**src/rtl/user_failure_throttle_table_assert.svh**
```systemverilog
// assertion macros for the failure throttle table
// no dependencies
`ifndef USER_FAILURE_THROTTLE_TABLE_ASSERT_SVH
`define USER_FAILURE_THROTTLE_TABLE_ASSERT_SVH

// implication checked on every clock, quiet in reset
`define UFTT_ASSERT_IMP(lbl, clk, rst_n, a, c) \
	lbl: assert property (@(posedge clk) disable iff (!rst_n) (a) |-> (c)) \
	else $error("uftt check failed");

// next-cycle implication
`define UFTT_ASSERT_NXT(lbl, clk, rst_n, a, c) \
	lbl: assert property (@(posedge clk) disable iff (!rst_n) (a) |=> (c)) \
	else $error("uftt check failed");

`endif

```
**src/rtl/uftt_pkg.sv**
```systemverilog
// shared types and constants for the failure throttle table
// no dependencies
package uftt_pkg;
	localparam logic [1:0] OP_LOOKUP = 2'd0;
	localparam logic [1:0] OP_CHECK  = 2'd1;
	localparam logic [1:0] OP_FAIL   = 2'd2;
	localparam logic [1:0] OP_CLEAR  = 2'd3;

	localparam logic REG_BASE    = 1'b0;
	localparam logic REG_LOCKOUT = 1'b1;

	localparam logic [15:0] BASE_RESET    = 16'd30000;
	localparam logic [31:0] LOCKOUT_RESET = 32'd86400000;
	localparam logic [31:0] LOCKOUT_COUNT = 32'd140;

	typedef struct packed {
		logic [1:0]  operation;
		logic [63:0] user_id;
		logic [63:0] timestamp_ms;
	} req_t;

	typedef struct packed {
		logic        found;
		logic [31:0] failure_count;
		logic [63:0] last_time;
		logic        throttled;
		logic [31:0] remaining_ms;
	} rsp_t;

	// one record with its valid flag
	typedef struct packed {
		logic        valid;
		logic [63:0] id;
		logic [31:0] count;
		logic [63:0] tm;
	} rec_t;

	// scan token accumulated at the head cell as the records rotate past it
	typedef struct packed {
		logic        hit;
		logic [31:0] count;
		logic [63:0] tm;
		logic        old_any;
		logic [63:0] old_tm;
	} scan_t;
endpackage

```
**src/rtl/uftt_if.sv**
```systemverilog
// valid/ready channel interfaces for requests, results and config
// depends on uftt_pkg
interface uftt_req_if import uftt_pkg::*; ();
	logic valid;
	logic ready;
	req_t data;
	modport source (output valid, output data, input ready);
	modport sink (input valid, input data, output ready);
endinterface

interface uftt_rsp_if import uftt_pkg::*; ();
	logic valid;
	logic ready;
	rsp_t data;
	modport source (output valid, output data, input ready);
	modport sink (input valid, input data, output ready);
endinterface

interface uftt_cfg_if;
	logic        valid;
	logic        ready;
	logic [63:0] index;
	logic [63:0] wdata;
	modport source (output valid, output index, output wdata, input ready);
	modport sink (input valid, input index, input wdata, output ready);
endinterface

```
**src/rtl/user_failure_throttle_table.sv**
```systemverilog
// failure throttle table, records rotate through a ring of ENTRIES cells
// a request is scanned through a full rotation past the head, then the result is computed;
// when the record is written back, a second full rotation places it before the result beat
// one request at a time, limited by the single compare port at the head of the ring; a
// new request is taken only once the last one is through, and a held result beat stalls the input
// reset clears config to defaults and marks all slots empty; no clearing pass
module user_failure_throttle_table import uftt_pkg::*; #(
	parameter int ENTRIES = 32
) (
	input logic        clk,
	input logic        arst_n,
	uftt_req_if.sink   req,
	uftt_rsp_if.source rsp,
	uftt_cfg_if.sink   cfg
);
`include "user_failure_throttle_table_assert.svh"

	localparam int CW = $clog2(ENTRIES + 1);

	localparam logic [2:0] ST_IDLE = 3'd0;
	localparam logic [2:0] ST_SCAN = 3'd1;
	localparam logic [2:0] ST_CALC = 3'd2;
	localparam logic [2:0] ST_ROT  = 3'd3;
	localparam logic [2:0] ST_OUT  = 3'd4;

	logic [2:0]    state_q;
	logic [CW-1:0] cnt_q;
	logic [CW-1:0] fill_q;
	logic [15:0]   base_q;
	logic [31:0]   lock_q;
	req_t          req_q;
	scan_t         acc_q;
	rsp_t          rsp_q;
	logic          rsp_valid_q;
	logic          wr_q;
	logic          wmode_q;
	logic [31:0]   wcnt_q;
	logic [63:0]   wtm_q;
	logic [31:0]   tmo_q;
	logic [CW-1:0] old_pos_q;

	rec_t  ring  [ENTRIES];
	rec_t  rin   [ENTRIES];
	scan_t sc_in;
	scan_t sc_out;
	logic  shift;
	logic  cmp;
	logic  place;
	logic  old_take;
	rec_t  head_new;

	assign cfg.ready = 1'b1;

	// config registers
	always_ff @(posedge clk or negedge arst_n) begin
		if (!arst_n) begin
			base_q <= BASE_RESET;
			lock_q <= LOCKOUT_RESET;
		end else if (cfg.valid && cfg.index[63:1] == '0) begin
			unique case (cfg.index[0])
				REG_BASE:    base_q <= cfg.wdata[15:0];
				REG_LOCKOUT: lock_q <= cfg.wdata[31:0];
				default: ;
			endcase
		end
	end

	// ring of cells; cell 0 is the head, records move toward lower indexes
	assign shift = (state_q == ST_SCAN) || (state_q == ST_ROT);
	assign cmp   = (state_q == ST_SCAN);
	assign sc_in = acc_q;

	// head record becomes the oldest seen so far (last one on ties)
	assign old_take = cmp && ring[0].valid && !acc_q.hit && ring[0].id != req_q.user_id
		&& (!acc_q.old_any || ring[0].tm <= acc_q.old_tm);

	// write placement at the head during rotation
	always_comb begin
		head_new = ring[0];
		place    = 1'b0;
		if (state_q == ST_ROT && wr_q) begin
			if (ring[0].valid && ring[0].id == req_q.user_id) begin
				place = 1'b1;
			end else if (!wmode_q && !ring[0].valid) begin
				place = 1'b1;
			end else if (wmode_q && (CW'(ENTRIES) - cnt_q) == old_pos_q) begin
				place = 1'b1;
			end
		end
		if (place) begin
			head_new.valid = 1'b1;
			head_new.id    = req_q.user_id;
			head_new.count = wcnt_q;
			head_new.tm    = wtm_q;
		end
	end

	for (genvar g = 0; g < ENTRIES; g++) begin : g_cell
		scan_t sc_dummy;
		if (g == ENTRIES - 1) begin : g_tail
			assign rin[g] = head_new;
		end else begin : g_mid
			assign rin[g] = ring[g + 1];
		end
		if (g == 0) begin : g_head
			uftt_cell u_cell (
				.clk(clk), .arst_n(arst_n), .clr(1'b0), .shift(shift),
				.rec_in(rin[g]), .rec_out(ring[g]), .key(req_q.user_id),
				.cmp(cmp), .scan_in(sc_in), .scan_out(sc_out)
			);
		end else begin : g_rest
			uftt_cell u_cell (
				.clk(clk), .arst_n(arst_n), .clr(1'b0), .shift(shift),
				.rec_in(rin[g]), .rec_out(ring[g]), .key(req_q.user_id),
				.cmp(1'b0), .scan_in(acc_q), .scan_out(sc_dummy)
			);
		end
	end

	// timeout from count
	function automatic logic [31:0] backoff(input logic [31:0] c, input logic [15:0] b,
		input logic [31:0] l);
		logic [31:0] k;
		logic [3:0]  sh;
		logic [47:0] wide;
		k    = c - 32'd30;
		sh   = 4'd0;
		wide = '0;
		if (c == 32'd0) begin
			backoff = '0;
		end else if (c <= 32'd10) begin
			backoff = (c == 32'd5 || c == 32'd10) ? {16'd0, b} : 32'd0;
		end else if (c < 32'd30) begin
			backoff = {16'd0, b};
		end else if (c < LOCKOUT_COUNT) begin
			// k below 110: divide by ten via reciprocal
			sh      = 4'((k * 32'd205) >> 11);
			wide    = {32'd0, b} << sh;
			backoff = wide[31:0];
		end else begin
			backoff = l;
		end
	endfunction

	// sequencer
	always_ff @(posedge clk or negedge arst_n) begin
		if (!arst_n) begin
			state_q     <= ST_IDLE;
			cnt_q       <= '0;
			fill_q      <= '0;
			rsp_valid_q <= 1'b0;
			wr_q        <= 1'b0;
		end else begin
			unique case (state_q)
				ST_IDLE: begin
					if (req.valid && req.ready) begin
						state_q <= ST_SCAN;
						cnt_q   <= '0;
					end
				end
				ST_SCAN: begin
					if (cnt_q == CW'(ENTRIES - 1)) begin
						state_q <= ST_CALC;
					end
					cnt_q <= cnt_q + 1'b1;
				end
				ST_CALC: begin
					state_q <= ST_OUT;
					wr_q    <= 1'b0;
					unique case (req_q.operation) inside
						OP_LOOKUP: ;
						OP_CHECK: begin
							if (tmo_q != '0 && req_q.timestamp_ms <= acc_q.tm) begin
								wr_q <= 1'b1;
							end
						end
						OP_FAIL, OP_CLEAR: wr_q <= 1'b1;
						default: ;
					endcase
					rsp_valid_q <= 1'b0;
				end
				ST_OUT: begin
					if (wr_q) begin
						state_q <= ST_ROT;
						cnt_q   <= CW'(ENTRIES);
						if (!acc_q.hit && fill_q != CW'(ENTRIES)) begin
							fill_q <= fill_q + 1'b1;
						end
					end else begin
						state_q     <= ST_IDLE;
						rsp_valid_q <= 1'b1;
					end
				end
				ST_ROT: begin
					if (place) begin
						wr_q <= 1'b0;
					end
					if (cnt_q == CW'(1)) begin
						state_q     <= ST_IDLE;
						rsp_valid_q <= 1'b1;
					end
					cnt_q <= cnt_q - 1'b1;
				end
				default: state_q <= ST_IDLE;
			endcase
			if (rsp_valid_q && rsp.ready) begin
				rsp_valid_q <= 1'b0;
			end
		end
	end

	assign req.ready = (state_q == ST_IDLE) && (!rsp_valid_q || rsp.ready);

	// datapath registers
	always_ff @(posedge clk) begin
		if (req.valid && req.ready) begin
			req_q <= req.data;
			acc_q <= '0;
		end else if (cmp) begin
			acc_q <= sc_out;
		end
		// slot of the replacement victim, by scan position
		if (old_take) begin
			old_pos_q <= cnt_q;
		end
		if (state_q == ST_CALC || state_q == ST_SCAN) begin
			tmo_q <= backoff(sc_out.hit ? sc_out.count : 32'd0, base_q, lock_q);
		end
		if (state_q == ST_CALC) begin
			wmode_q           <= !acc_q.hit && fill_q == CW'(ENTRIES);
			rsp_q.found       <= acc_q.hit;
			rsp_q.throttled   <= 1'b0;
			rsp_q.remaining_ms <= '0;
			rsp_q.failure_count <= acc_q.count;
			rsp_q.last_time   <= acc_q.tm;
			wcnt_q            <= acc_q.count;
			wtm_q             <= acc_q.tm;
			unique case (req_q.operation)
				OP_LOOKUP: ;
				OP_CHECK: begin
					if (tmo_q != '0) begin
						if (req_q.timestamp_ms > acc_q.tm &&
							(req_q.timestamp_ms - acc_q.tm) < {32'd0, tmo_q}) begin
							rsp_q.throttled    <= 1'b1;
							rsp_q.remaining_ms <= tmo_q -
								32'(req_q.timestamp_ms - acc_q.tm);
						end else if (req_q.timestamp_ms <= acc_q.tm) begin
							rsp_q.throttled    <= 1'b1;
							rsp_q.remaining_ms <= tmo_q;
							rsp_q.last_time    <= req_q.timestamp_ms;
							wtm_q              <= req_q.timestamp_ms;
						end
					end
				end
				OP_FAIL: begin
					rsp_q.failure_count <= (acc_q.count == '1) ? acc_q.count
						: acc_q.count + 32'd1;
					wcnt_q              <= (acc_q.count == '1) ? acc_q.count
						: acc_q.count + 32'd1;
					rsp_q.last_time     <= req_q.timestamp_ms;
					wtm_q               <= req_q.timestamp_ms;
				end
				OP_CLEAR: begin
					rsp_q.failure_count <= '0;
					rsp_q.last_time     <= '0;
					wcnt_q              <= '0;
					wtm_q               <= '0;
				end
				default: ;
			endcase
		end
	end

	assign rsp.valid = rsp_valid_q;
	assign rsp.data  = rsp_q;

	`UFTT_ASSERT_IMP(a_fill_max, clk, arst_n, 1'b1, fill_q <= CW'(ENTRIES))
	`UFTT_ASSERT_IMP(a_no_accept_busy, clk, arst_n, state_q != ST_IDLE, !req.ready)
	`UFTT_ASSERT_NXT(a_done_valid, clk, arst_n,
		state_q == ST_ROT && cnt_q == CW'(1), rsp.valid)
endmodule

```
**src/rtl/uftt_cell.sv**
```systemverilog
// one table slot of the ring: holds a record, compares it against the key when cmp is set
// depends on uftt_pkg
module uftt_cell import uftt_pkg::*; (
	input  logic        clk,
	input  logic        arst_n,
	input  logic        clr,
	input  logic        shift,
	input  rec_t        rec_in,
	output rec_t        rec_out,
	input  logic [63:0] key,
	input  logic        cmp,
	input  scan_t       scan_in,
	output scan_t       scan_out
);
	logic        valid_q;
	logic [63:0] id_q;
	logic [31:0] count_q;
	logic [63:0] tm_q;

	// record storage, rotates one slot per shift
	always_ff @(posedge clk or negedge arst_n) begin
		if (!arst_n) begin
			valid_q <= 1'b0;
		end else if (clr) begin
			valid_q <= 1'b0;
		end else if (shift) begin
			valid_q <= rec_in.valid;
		end
	end

	always_ff @(posedge clk) begin
		if (shift) begin
			id_q    <= rec_in.id;
			count_q <= rec_in.count;
			tm_q    <= rec_in.tm;
		end
	end

	assign rec_out = {valid_q, id_q, count_q, tm_q};

	// compare the head record against the key, track the oldest
	always_comb begin
		scan_out = scan_in;
		if (cmp && valid_q && !scan_in.hit) begin
			if (id_q == key) begin
				scan_out.hit   = 1'b1;
				scan_out.count = count_q;
				scan_out.tm    = tm_q;
			end else if (!scan_in.old_any || tm_q <= scan_in.old_tm) begin
				scan_out.old_any = 1'b1;
				scan_out.old_tm  = tm_q;
			end
		end
	end
endmodule
```
**src/flat_wrapper.sv**
```systemverilog
// flat-port wrapper written by rule: the top's interface ports become plain ports
module user_failure_throttle_table_flat import uftt_pkg::*;
#(
	parameter int ENTRIES = 32
)
  (clk, arst_n, req_valid, req_data, req_ready, rsp_valid, rsp_data, rsp_ready, cfg_valid, cfg_index, cfg_wdata, cfg_ready);
  uftt_req_if req_i ();
  uftt_rsp_if rsp_i ();
  uftt_cfg_if cfg_i ();
  input logic clk;
  input logic arst_n;
  input wire logic [$bits(req_i.valid)-1:0] req_valid;
  input wire logic [$bits(req_i.data)-1:0] req_data;
  output wire logic [$bits(req_i.ready)-1:0] req_ready;
  output wire logic [$bits(rsp_i.valid)-1:0] rsp_valid;
  output wire logic [$bits(rsp_i.data)-1:0] rsp_data;
  input wire logic [$bits(rsp_i.ready)-1:0] rsp_ready;
  input wire logic [$bits(cfg_i.valid)-1:0] cfg_valid;
  input wire logic [$bits(cfg_i.index)-1:0] cfg_index;
  input wire logic [$bits(cfg_i.wdata)-1:0] cfg_wdata;
  output wire logic [$bits(cfg_i.ready)-1:0] cfg_ready;
  assign req_i.valid = req_valid;
  assign req_i.data = req_data;
  assign req_ready = req_i.ready;
  assign rsp_valid = rsp_i.valid;
  assign rsp_data = rsp_i.data;
  assign rsp_i.ready = rsp_ready;
  assign cfg_i.valid = cfg_valid;
  assign cfg_i.index = cfg_index;
  assign cfg_i.wdata = cfg_wdata;
  assign cfg_ready = cfg_i.ready;
  user_failure_throttle_table #(.ENTRIES(ENTRIES)) u_core (.clk(clk), .arst_n(arst_n), .req(req_i), .rsp(rsp_i), .cfg(cfg_i));
endmodule
```
**config.mk**
```make
export PLATFORM = sky130hd
export DESIGN_NAME = user_failure_throttle_table_flat
export DESIGN_NICKNAME = d
export VERILOG_FILES = /design/src/rtl/uftt_pkg.sv /design/src/rtl/uftt_if.sv /design/src/rtl/user_failure_throttle_table.sv /design/src/rtl/uftt_cell.sv /design/src/flat_wrapper.sv
export VERILOG_INCLUDE_DIRS = /design/src /design/src/rtl
export SDC_FILE = /design/constraint.sdc
export NUM_CORES = 2
export LEC_CHECK = 0
export BUFFER_PORTS_ARGS = -buffer_cell sky130_fd_sc_hd__buf_2
export CORE_AREA = 3 3 692 694
export CTS_BUF_LIST = sky130_fd_sc_hd__clkbuf_2
export DETAILED_ROUTE_END_ITERATION = 6
export DIE_AREA = 0 0 695 697
export PLACE_DENSITY_LB_ADDON = 0.25
export SLEW_MARGIN = 10
export SYNTH_ARGS = -nofsm -noshare
export SYNTH_HDL_FRONTEND = slang
export SYNTH_SLANG_ARGS = --single-unit
```
**constraint.sdc**
```tcl
create_clock -name clk -period 191 [get_ports clk]
set_input_delay 9.55 -clock clk [delete_from_list [all_inputs] [get_ports clk]]
set_output_delay 9.55 -clock clk [all_outputs]
set_load 0.02 [all_outputs]
```
# Word-level counts from Yosys, hierarchy flattened

Index checks and enable logic that the tools add are counted.

Register bits after elaboration: 5742
Bits of input ports: 263
Output and inout bits: 133
Logic and storage cells: 280

Add/subtract/negate cells: 8
$mul: 1
Order comparisons: 7
Eq/ne operators: 24
Shifts and indexed selects: 1
Multiplexer cells: 41
Bitwise gates (word level): 2
Reductions and logical operators: 44

Operator list:

| cell                                                             | number |
|---|---|
| case mux 64 bit (3 select lines)                                 | 2 |
| 2-to-1 mux 97 bit                                                | 3 |
| 2-to-1 mux 64 bit                                                | 4 |
| 2-to-1 mux 162 bit                                               | 1 |
| 2-to-1 mux 161 bit                                               | 1 |
| 2-to-1 mux 32 bit                                                | 5 |
| 2-to-1 mux 65 bit                                                | 2 |
| less-or-equal comparator 64 bit                                  | 2 |
| equality test 64 bit                                             | 1 |
| greater-than comparator 64 bit                                   | 1 |
| < comparator 64 x 32 -> 1 bit                                    | 1 |
| != test 64 bit                                                   | 1 |
| case mux 32 bit (2 select lines)                                 | 1 |
| subtractor 64 bit                                                | 1 |
| logical NOT 63 bit                                               | 1 |
| 2-to-1 mux 33 bit                                                | 1 |
| adder 32 x 1 -> 32 bit (second input constant)                   | 1 |
| equality test 32 x 3 -> 1 bit (second input constant)            | 1 |
| equality test 32 bit (second input constant)                     | 1 |
| equality test 32 x 4 -> 1 bit (second input constant)            | 1 |
| less-or-equal comparator 32 x 4 -> 1 bit (second input constant) | 1 |
| logical NOT 32 bit                                               | 1 |
| < comparator 32 x 5 -> 1 bit (second input constant)             | 1 |
| < comparator 32 x 8 -> 1 bit (second input constant)             | 1 |
| other kinds (41)                                                 | 92 |

# Logic depth before layout (Yosys ltp)

Depth in word-level cells: 12
Gate-level depth with buffers: 38
Depth with buffers taken out: 34

# Modules after synthesis

Synthesis repeated with hierarchy kept, for this count alone.

Cell total of the unflattened synthesis: 32362
Area total of the unflattened synthesis: 373419.4 um^2

By module, submodules not included:

| module                                          | times used | cells each | area an instance (um^2) | seq. area each (um^2) |
|---|---|---|---|---|
| uftt_cell at u_core.g_cell[0].g_head.u_cell ... | 31         | 895        | 10587.7                 | 4829.6 |
| user_failure_throttle_table                     | 1          | 3719       | 34584.4                 | 13868.3 |
| uftt_cell at u_core.g_cell[20].g_rest.u_cell    | 1          | 898        | 10617.7                 | 4829.6 |

# Least setup slack after synthesis

Ideal clock, no wire load.

Path kind: register -> register
Start point: register u_core.state_q[2]
End point: register u_core.g_cell[0].g_head.u_cell.count_q[0], enable pin
Library setup time: 7457 ps
Arrival time: 138299 ps
Required time: 183543 ps
Path slack: 45244 ps
Stages on the path, launching flop included: 5
Buffers on the path: 2
Cells stage by stage: dfrtp_1 nand2b_1 inv_1 clkbuf_1 buf_1

Longest elaborated chain between the ends: 2
Elaborated cells between the ends (all ways): 3

RTL lines:

| item                                                                                | RTL line                           | source |
|---|---|---|
| start, declared                                                                     | user_failure_throttle_table.sv:26  | `logic [2:0] state_q;` |
| start signal, assigned                                                              | user_failure_throttle_table.sv:148 | `state_q <= ST_IDLE;` |
| start signal, assigned                                                              | user_failure_throttle_table.sv:157 | `state_q <= ST_SCAN;` |
| start signal, assigned                                                              | user_failure_throttle_table.sv:163 | `state_q <= ST_CALC;` |
| equality test 3 x 1 -> 1 bit / equality test 3 x 2 -> 1 bit (equally long branches) | user_failure_throttle_table.sv:69  | `assign shift = (state_q == ST_SCAN) \|\| (state_q == ST_ROT);` |
| logical OR 1 bit *                                                                  | user_failure_throttle_table.sv:69  |  |
| named net u_core.g_cell[0].g_head.u_cell.shift                                      | uftt_cell.sv:7                     | `input logic shift,` |
| end signal, assigned                                                                | uftt_cell.sv:34                    | `count_q <= rec_in.count;` |
| end, declared                                                                       | uftt_cell.sv:17                    | `logic [31:0] count_q;` |

Mark *: on every way through the listed nets, which the timed path passes. The rest lies on a longest branch.
A chain may end at the register's enable or synchronous reset.

# Worst setup path after layout

Start point: input rsp_ready
End point: output req_ready

Longest elaborated chain between the ends: 2

RTL lines:

| item              | RTL line                           | source |
|---|---|---|
| start, declared   | flat_wrapper.sv:17                 | `input wire logic [$bits(rsp_i.ready)-1:0] rsp_ready;` |
| logical OR 1 bit  | user_failure_throttle_table.sv:212 | `assign req.ready = (state_q == ST_IDLE) && (!rsp_valid_q \|\| rsp.ready);` |
| logical AND 1 bit | user_failure_throttle_table.sv:212 |  |
| end, declared     | flat_wrapper.sv:14                 | `output wire logic [$bits(req_i.ready)-1:0] req_ready;` |

No other way between the ends.

==> out/qor.yml <==
status:
  status: "completed"
logic_synthesis:
  synth_edf_count: 5419
  synth_area_mm2: 0.1892
  syn_inst: 8802
  ys_ff_latch: 5678
  avgSynthCellArea_um2: 21.50
  async_flop_share_pct: 1.708
  ys_warn_count: 0
  synth_cell_types: 82
  synth_fp_nets: 9326
  synth.yosys.seq_area_share_pct: 89.00
  synth_flop_cell: "edfxtp_1"
floorplan:
  io_pins: 396
  die_area_mm2: 0.4844
  rows: 253
  design.core.area_mm2: 0.4739
  die_h_um: 697
  start_util_pct: 39.93
  die_width_um: 695
run:
  drv_cap: 0
worst_setup_path:
  path_cells: "buf_2 -> nor2b_1 -> nor4_2 -> buf_4 -> buf_2"
  cpPeakStageDelay_ns: 0.59
  crit_family: "simple AND/OR/NAND/NOR gates"
  critPathMostFrequentCell: "buf_2"
  cp_num_buf_inv: 3
  crit_fanout: 2
  crit_arrival_ns: 10.69
  path_class: "in2out"
  cp-start-kind: "input port"
  cp.required_ns: 181.45
  endpoint_kind: "output port"
  crit_slowest_cell: "nor2b_1"
timing:
  finalHoldViolCount: 0
  fmax_mhz: 49.41
  tightestPinTransition_ns: 1.214
  slew_headroom_pct: 19.10
  period_share_pct: 10.60
  setup_violations: 0
  rsz0062_at_grt: "no"
  setup-tns-final_ns: 0
  finClkSkew_ns: 0.3086
  fin_crit_ns: 20.24
  maxSlewViolCount: 0
  final.setup.worst_slack_ns: 170.76
global_route:
  grt_max_degree: 212
  grt_antenna_before_repair: 46
  grt_pass1_wl_mm: 523.4
  overflow: 0
  grtUsageTotal_pct: 14.33
  first_global_vias: 85650
cells_and_area:
  fillers: 40880
  drive_gt1_share_pct: 24.74
  final_net_count: 11020
  area_delta_synth_final_pct: 11.50
route:
  postRouteWirelength_mm: 350.6
  viasPerCell: 4.726
  vias: 83880
  drt-pass1-iter-count: 7
  drc_errors: 0
  post_drt_wl_per_cell_um: 19.75
  drt_iter0_drc: 7575
  postRouteAntennaNets: 0
clocking:
  cts_buffer_depth: 5
  ctsHoldBuffers: 0
  clock-sinks: 5678
  clkTransAtPathRegs_ns: 0.10
  root_buffer: "clkbuf_2"
  postCtsSetupBuffers: 0
  numCtsBuffers: 1431
  cts_tree: "yes"
  htree_levels: 7
  clock_latency_ns: 2.23
  cts_resized: 0
placed_design:
  numPortBuffers: 362
  dp_hpwl_mm: 201.5
  dp_slack_ns: 170.58
  globalplace.congestion: 0.8573
power_and_ir_drop:
  seqPwrFrac_pct: 69.0
  peakVddDrop_uv: 15.84
  total_power_mw: 3.465
  leakage_nw: 79.16
  clockPowerShare_pct: 21.9
  power.density_mw_per_mm2: 16.42
  switching_share_pct: 25.72
  power_switching_uw: 891.4
  pwr-share-comb_pct: 9.1
  cell_internal_pwr_mw: 2.574
hold_path:
  hold_class: "reg2reg"
## worst paths after layout
kind	from	endpoint	slack (ns)	cells after the start
min in group asynchronous	arst_n	u_core.lock_q[13]	7.38	1
worst max-delay path	rsp_ready	req_ready	170.76	5
worst max register to register	u_core.g_cell[0].g_head.u_cell.id_q[56]	u_core.tmo_q[6]	180.08	34
worst min-delay path	u_core.g_cell[24].g_rest.u_cell.tm_q[3]	u_core.g_cell[23].g_rest.u_cell.tm_q[3]	0.20	0
worst min register to register	u_core.g_cell[24].g_rest.u_cell.tm_q[3]	u_core.g_cell[23].g_rest.u_cell.tm_q[3]	0.20	0
max in group asynchronous	arst_n	u_core.state_q[2]	182.18	2
## power groups by stage
stage	Combinational [mW]	Clock (mW)	Sequential [mW]
floorplan	0.229	0	3.70
global placement	0.310	0	2.39
detailed placement	0.318	0	2.40
CTS	0.319	0.805	2.40
global route	0.349	0.870	2.45
finish	0.315	0.759	2.39
## layout make-up
class,instances,area [um^2],share of cell area (%)
sequential,5678,168400,79.82
multi-input combinational,2651,19080,9.041
clock buffer,2060,10310,4.886
tap,6247,7816,3.705
timing repair buffer,443,2560,1.213
clock inverter,350,1639,0.7768
inverter,291,1100,0.5213
antenna,29,72.57,0.03439
## layout by cell type (no fill, tap or decap), types with 181 or more instances in the layout
master / count
mux2_2: 210
mux2i_1: 181
clkbuf_2: 2060
edfxtp_1: 5419
nand2_1: 472
ha_1: 237
clkinv_1: 283
inv_1: 290
nor2_1: 218
a21oi_1: 245
buf_2: 361
## cells in the mapped netlist, types with 46 or more instances
| cell | number | area (um^2) |
|---|---|---|
| nand3_1 | 46 | 230.2 |
| nor4_1 | 61 | 381.6 |
| dfxtp_1 | 162 | 3243 |
| mux2_2 | 210 | 2365 |
| nor2_1 | 221 | 829.6 |
| a21oi_1 | 246 | 1231 |
| dfrtp_1 | 81 | 2027 |
| nand2_1 | 473 | 1775 |
| xor2_1 | 123 | 1077 |
| nand4_1 | 65 | 406.6 |
| o21ai_0 | 152 | 760.7 |
| mux2i_1 | 181 | 1812 |
| inv_1 | 291 | 1092 |
| clkbuf_1 | 129 | 484.2 |
| xnor2_1 | 83 | 727.0 |
| a21o_1 | 96 | 720.7 |
| edfxtp_1 | 5419 | 162700 |
| ha_1 | 237 | 2965 |
## flip-flops by register name, indices dropped and copies added (netlist names), 3 cells and up
| register | count |
|---|---|
| u_core.acc_q | 162 |
| u_core.base_q | 16 |
| u_core.cnt_q | 6 |
| u_core.fill_q | 6 |
| u_core.g_cell.g_head.u_cell.count_q | 32 |
| u_core.g_cell.g_head.u_cell.id_q | 64 |
| u_core.g_cell.g_head.u_cell.tm_q | 64 |
| u_core.g_cell.g_rest.u_cell.count_q | 992 |
| u_core.g_cell.g_rest.u_cell.id_q | 1984 |
| u_core.g_cell.g_rest.u_cell.tm_q | 1984 |
| u_core.g_cell.g_rest.u_cell.valid_q | 31 |
| u_core.lock_q | 32 |
| u_core.old_pos_q | 6 |
| u_core.req_q | 130 |
| u_core.rsp.data | 130 |
| u_core.state_q | 3 |
| u_core.tmo_q | 32 |
## kinds of logic after synthesis
logic type,share of synthesized area (%)
other,0.001982
flip-flops,89.00
adder cells (fa/ha/maj),1.821
buffers and inverters,0.9839
AND/OR/NAND/NOR,2.621
XOR/XNOR,0.9654
AO/OA/AOI/OAI,2.398
multiplexers,2.207
## metrics by stage
stage	hold slack (ns)	area [um^2]	std cells	utilization (%)
3_5_place_dp	0.4045	199000	15310	41.99
4_1_cts	0.1772	210900	17720	44.51
5_1_grt	0.1116	211000	17740	44.52
3_3_place_gp	0.4003	199000	15310	41.99
6_report	0.1954	211000	17750	44.52
2_1_floorplan	0.4003	189200	8802	-
## routing by layer
layer	global-route usage (%)	wire length (um)
met1	19.87	159400
met2	20.88	158700
met3	4.324	22320
met4	6.473	10120
met5	0	51
## worst reg2reg max path, delay by kind of cell (launching register included)
family | cells | cell delay [ns]
and+or+nand+nor | 14 | 4.26
xor gates and xnor gates | 2 | 0.61
DFF | 1 | 0.55
adders and majority gates | 6 | 2.32
muxes | 2 | 0.54
buffers and inverters | 5 | 0.59
AOI/OAI and AO/OA | 5 | 1.74
Note: power is estimated with default switching activity, not from simulation.
